--- config.mk ---
export PLATFORM = sky130hd
export DESIGN_NAME = tpp_sqrt
export DESIGN_NICKNAME = d
export VERILOG_FILES = /design/src/rtl/core/tpp_pkg.sv /design/src/rtl/core/tpp_sqrt.sv
export SDC_FILE = /design/constraint.sdc
export NUM_CORES = 2
export LEC_CHECK = 0
export ABC_CLOCK_PERIOD_IN_PS = 8400
export BUFFER_PORTS_ARGS = -buffer_cell sky130_fd_sc_hd__buf_2
export CAP_MARGIN = 20
export CORE_ASPECT_RATIO = 0.8
export CORE_UTILIZATION = 45
export CTS_BUF_LIST = sky130_fd_sc_hd__clkbuf_8
export DETAILED_ROUTE_END_ITERATION = 6
export PLACE_DENSITY_LB_ADDON = 0.2
export SLEW_MARGIN = 5
export SYNTH_ARGS = -nofsm -noshare
export SYNTH_HDL_FRONTEND = slang
export SYNTH_MEMORY_MAX_BITS = 65536
export SYNTH_SLANG_ARGS = --single-unit
--- constraint.sdc ---
create_clock -name clk -period 8.4 [get_ports clk]
set_clock_uncertainty 0.1 [all_clocks]
set_input_delay 0 -clock clk [delete_from_list [all_inputs] [get_ports clk]]
set_output_delay 0 -clock clk [all_outputs]
set_load 0.005 [all_outputs]
--- src/rtl/core/tpp_pkg.sv ---
`timescale 1ns / 1ps
`default_nettype none

package tpp_pkg;

  // Value format: unsigned fixed point, W bits with F fraction bits.
  localparam int W = 32;
  localparam int F = 16;
  localparam int THR_W = 16;
  localparam int CFG_IDX_W = 4;

  // Intermediate widths, all exact.
  localparam int TQ_W = W + F;          // v / a in fixed point
  localparam int HALF_W = 2 * W - 1;    // v*v / (2a)
  localparam int SUM_W = 2 * W + 1;     // accel plus decel length, coast length magnitude
  localparam int DIV_NUM_W = SUM_W + F; // widest dividend (coast length shifted)
  localparam int DIV_LAT = DIV_NUM_W;   // one quotient bit per stage
  localparam int TC_W = TQ_W + 3;       // clamped coast time, well above any phase time sum
  localparam int TOT_W = TC_W + 1;
  localparam int SQRT_LAT = W;          // one root bit per stage
  localparam int PLAN_LAT = 2 * DIV_LAT + 5;
  localparam int OUT_LAT = SQRT_LAT + PLAN_LAT + 3;

  localparam logic [CFG_IDX_W-1:0] CFG_ZERO_THR = CFG_IDX_W'(0);
  localparam logic [CFG_IDX_W-1:0] CFG_COAST_TOL = CFG_IDX_W'(1);

  localparam logic [W-1:0] SMAX = {1'b0, {(W-1){1'b1}}};
  localparam logic [W-1:0] SMIN = {1'b1, {(W-1){1'b0}}};

  typedef struct packed {
    logic                vld;
    logic                err;
    logic [W-1:0]        v;
    logic [TQ_W-1:0]     ta;
    logic [TQ_W-1:0]     td;
    logic [HALF_W-1:0]   la;
    logic [HALF_W-1:0]   ld;
    logic                lc_neg;
    logic [SUM_W-1:0]    lc;
    logic                ds_neg;
    logic [HALF_W-1:0]   ds;
    logic                tc_neg;
    logic [TC_W-1:0]     tc;
    logic [TOT_W-1:0]    tot;
  } plan_res_t;

  function automatic logic is_zero(input logic [W-1:0] x, input logic [THR_W-1:0] thr);
    return (x == '0) || (x < W'(thr));
  endfunction

  function automatic logic [W-1:0] sat_u(input logic [SUM_W-1:0] x);
    return (|x[SUM_W-1:W]) ? {W{1'b1}} : x[W-1:0];
  endfunction

  function automatic logic [W-1:0] sat_s(input logic neg, input logic [SUM_W-1:0] mag);
    logic hi_nz;
    logic [W-1:0] lo;
    hi_nz = |mag[SUM_W-1:W];
    lo = mag[W-1:0];
    if (!neg) begin
      return (hi_nz || lo[W-1]) ? SMAX : lo;
    end
    return (hi_nz || (lo > SMIN)) ? SMIN : (W'(0) - lo);
  endfunction

endpackage

`default_nettype wire

--- src/rtl/core/tpp_sqrt.sv ---
`timescale 1ns / 1ps
`default_nettype none

// Digit-by-digit integer square root, one root bit per pipeline stage.
module tpp_sqrt (
  input  logic                    clk,
  input  logic [2*tpp_pkg::W-1:0] rad,
  output logic [tpp_pkg::W-1:0]   root
);
  import tpp_pkg::*;

  logic [2*W-1:0] rad_r  [SQRT_LAT];
  logic [W-1:0]   root_r [SQRT_LAT];
  logic [W+1:0]   rem_r  [SQRT_LAT];

  genvar gi;
  for (gi = 0; gi < SQRT_LAT; gi++) begin : g_stage
    logic [2*W-1:0] rad_in;
    logic [W-1:0]   root_in;
    logic [W+1:0]   rem_in;
    logic [W+3:0]   trial_rem;
    logic [W+1:0]   trial;
    logic           take;
    if (gi == 0) begin : g_first
      assign rad_in = rad;
      assign root_in = '0;
      assign rem_in = '0;
    end else begin : g_next
      assign rad_in = rad_r[gi-1];
      assign root_in = root_r[gi-1];
      assign rem_in = rem_r[gi-1];
    end
    assign trial_rem = {rem_in, rad_in[2*W-1 -: 2]};
    assign trial = {root_in, 2'b01};
    assign take = trial_rem >= (W+4)'(trial);
    always_ff @(posedge clk) begin
      rad_r[gi]  <= rad_in << 2;
      root_r[gi] <= {root_in[W-2:0], take};
      rem_r[gi]  <= take ? (W+2)'(trial_rem - (W+4)'(trial)) : trial_rem[W+1:0];
    end
  end

  assign root = root_r[SQRT_LAT-1];

endmodule

`default_nettype wire

==> impl_metrics.toml <==
[detailed_routing]
drt_first_pass_iters = 6
ant_nets = 0
routed_wl_microns = 194800
drc_errors = 0
wl_per_cell_microns = 15.55
vias = 62900
routed_via_density = 5.022
drt_iter0_markers = 3868

[clock_tree]
cts-resized-gates = 0
cts_tree = "built"
clkSinkCount = 2523
clk_latency_ns = 1.05
ctsHtreeMaxLevel = 5
cts_root_buffer = "clkbuf_8"
clk_path_buf_depth = 4
cts_made_buffers = 395
clk_pin_slew_ns = 0.06

[synth]
synth_edf_count = 0
yosysSeqAreaShare_pct = 55.15
ys_warn_count = 0
async_reset_ff_share_pct = 0
netlist_top_cells_count = "2523 x dfxtp_1, 700 x inv_1, 616 x a21oi_1"
synth_area_sq_um = 91590
syn-num-nets = 9623
synth_area_per_cell_sq_um = 10.18
synthTopCellsByArea = "dfxtp_1 55%, ha_1 7.7%, xnor2_1 4.2%"
synth_top_area_share_pct = 55.15
yosysTopAreaCell = "dfxtp_1"
synth_seq_cells = 2523
syn-instance-count = 8996
synth.most_common_cell = "dfxtp_1"
synth_ff_type = "dfxtp_1"
synth.distinct_cells = 88

[setup_path]
cpLargestDelayFamily = "compound AO/OA/AOI/OAI gates"
reg2reg_from = "root_r[21][3]"
rrSetupSlack_ns = 3.57
slowest_delay_ns = 0.98
path_cells = "inv_1, ha_1, a21oi_1, nor2_1, a211oi_1, o221ai_1, o41ai_1, o21ai_0, or4b_2, a31oi_1, xnor2_1, o21ai_0"
critPathLaunchType = "register"
critPathKind = "register to register"
crit_path_frequent_cell = "o21ai_0"
r2r_cells = 12
worst_ep_arrival_time_ns = 5.60
crit_required_ns = 9.17
endpoint_kind = "register"
cp_max_fo = 5
crit_slowest_cell = "o41ai_1"
r2r-end = "rem_r[1][227]"
crit_buf_inv = 1

[min_path]
hp-start = "rad_r[16][42]"
hold_depth = 0
holdPathEnd = "rad_r[17][44]"
hold_class = "register to register"

[floorplan]
start_util_pct = 45.48
die_area_sq_um = 205400
die_y_microns = 405.5
coreArea_sq_um = 201400
fp.dieW_microns = 506.4
io_pins = 97
fp-row-count = 147

[final_layout]
utilization_pct = 52.43
finalNetCount = 10180
post_route_cells_drive_above_1_share_pct = 9.191
syn2layout_area_growth_pct = 15.29
n_fill_cell = 17850

[timing]
finalSetupViolations = 0
worstMarginPinSlew_ns = 1.100
maxSlewHeadroom_pct = 25.69
drv_slew = 0
rsz0062_at_grt = "no"
max_freq_mhz = 207.1
setup_tns_ns = 0
hold_violations = 0
fin_crit_sh_pct = 57.50
post-route-min-period_ns = 4.830

[status]
status = "finished, final reports clean"

[grt]
grt_pass1_vias = 61400
grt_max_degree = 62
grt.total_usage_pct = 18.79
antenna_found_initial = 6
grt.overflow.total = 0
grt_pass1_wl_microns = 315200

[power]
leakagePower_nw = 49.68
p_per_area_nw_per_um2 = 294.9
vdd.ir_drop.worst_v = 0.0002425

[placed_design]
place.gp.congestion = 0.9078
dp_hpwl_microns = 144400
io_buffers = 96

[run]
cap_violations = 0
## metal layers
metal	share of wire (%)	track usage, %
met1	49	26.08
met2	43	29.19
met3	5.5	3.452
met4	2.6	6.539
met5	0.014	0
## through the flow
| step | cell area (sq um) | worst slack (ns) | total power [W] | cells | hold WS [ns] |
|---|---|---|---|---|---|
| 2_1_floorplan | 91590 | 4.909 | 0.01896 | 8996 | -0.07228 |
| 3_3_place_gp | 95100 | 3.824 | 0.02038 | 11640 | 0.002382 |
| 3_5_place_dp | 95140 | 3.780 | 0.02048 | 11640 | 0.003565 |
| 4_1_cts | 105500 | 3.730 | 0.03148 | 12520 | 0.02461 |
| 5_1_grt | 105600 | 3.320 | 0.03289 | 12530 | 0.1034 |
| 6_report | 105600 | 3.570 | 0.03114 | 12530 | 0.1599 |
## flip-flops by register name (all words and copies together) (netlist names)
register and flops:
rem_r 1003, rad_r 992, root_r 528
## power by group
part           switching, W  leakage, nW  internal [W]
Combinational       0.00269         23.8       0.00225
Sequential          0.00144         21.1        0.0139
Clock               0.00455         4.73       0.00625
Total               0.00869         49.7        0.0225
## placed cells by master (no fill, tap or decap), drive strengths merged, types with 90 or more instances in the layout
cell type    synthesis  routed
o21a                90      90
buf                 18     128
dfxtp             2523    2523
inv                701     789
nand2b             126     126
xnor2              437     437
nor3               229     229
dlygate4sd3          0     191
a21oi              616     616
nand4               96      96
o21ai              455     455
nand2              604     604
clkbuf             147     512
nand3              160     160
nor4               105     105
nor2               575     575
xor2               416     416
ha                 562     562
a21o               217     217
## area by class of cell
type / instances / area [sq um] / area share [%]
Multi-Input combinational cell: 5606 / 37920 / 35.91
Clock buffer: 510 / 7019 / 6.647
Antenna cell: 7 / 17.52 / 0.01659
Inverter: 702 / 2635 / 2.495
Timing Repair Buffer: 321 / 2669 / 2.527
Clock inverter: 174 / 1473 / 1.395
Sequential cell: 2523 / 50510 / 47.83
Tap cell: 2682 / 3356 / 3.178
## kinds of logic after synthesis
kind of cell | synth area share [%]
compound gates | 12.03
xor+xnor | 8.165
fa+ha+maj | 7.677
buf+inv | 3.564
flops | 55.15
mux | 1.066
other cells | 0.004094
simple gates | 12.35
## repair_timing
action	CTS	global route
endpoints found under the setup margin	0	0
hold buffers	191	0
hold endpoints to repair	65	0
buffers inserted	0	0
## how the worst max path moves through the flow
| stage | startpoint | to | depth (start not counted) |
|---|---|---|---|
| detailed placement | root_r[21][9] | rem_r[1][235] | 14 |
| CTS | root_r[21][9] | rem_r[1][235] | 14 |
| global placement | root_r[21][9] | rem_r[1][235] | 14 |
| finish | root_r[21][3] | rem_r[1][227] | 12 |
| floorplan | root_r[21][3] | rem_r[1][235] | 12 |
| global route | root_r[21][9] | rem_r[1][235] | 14 |
Note: power is estimated with default switching activity, not from simulation.
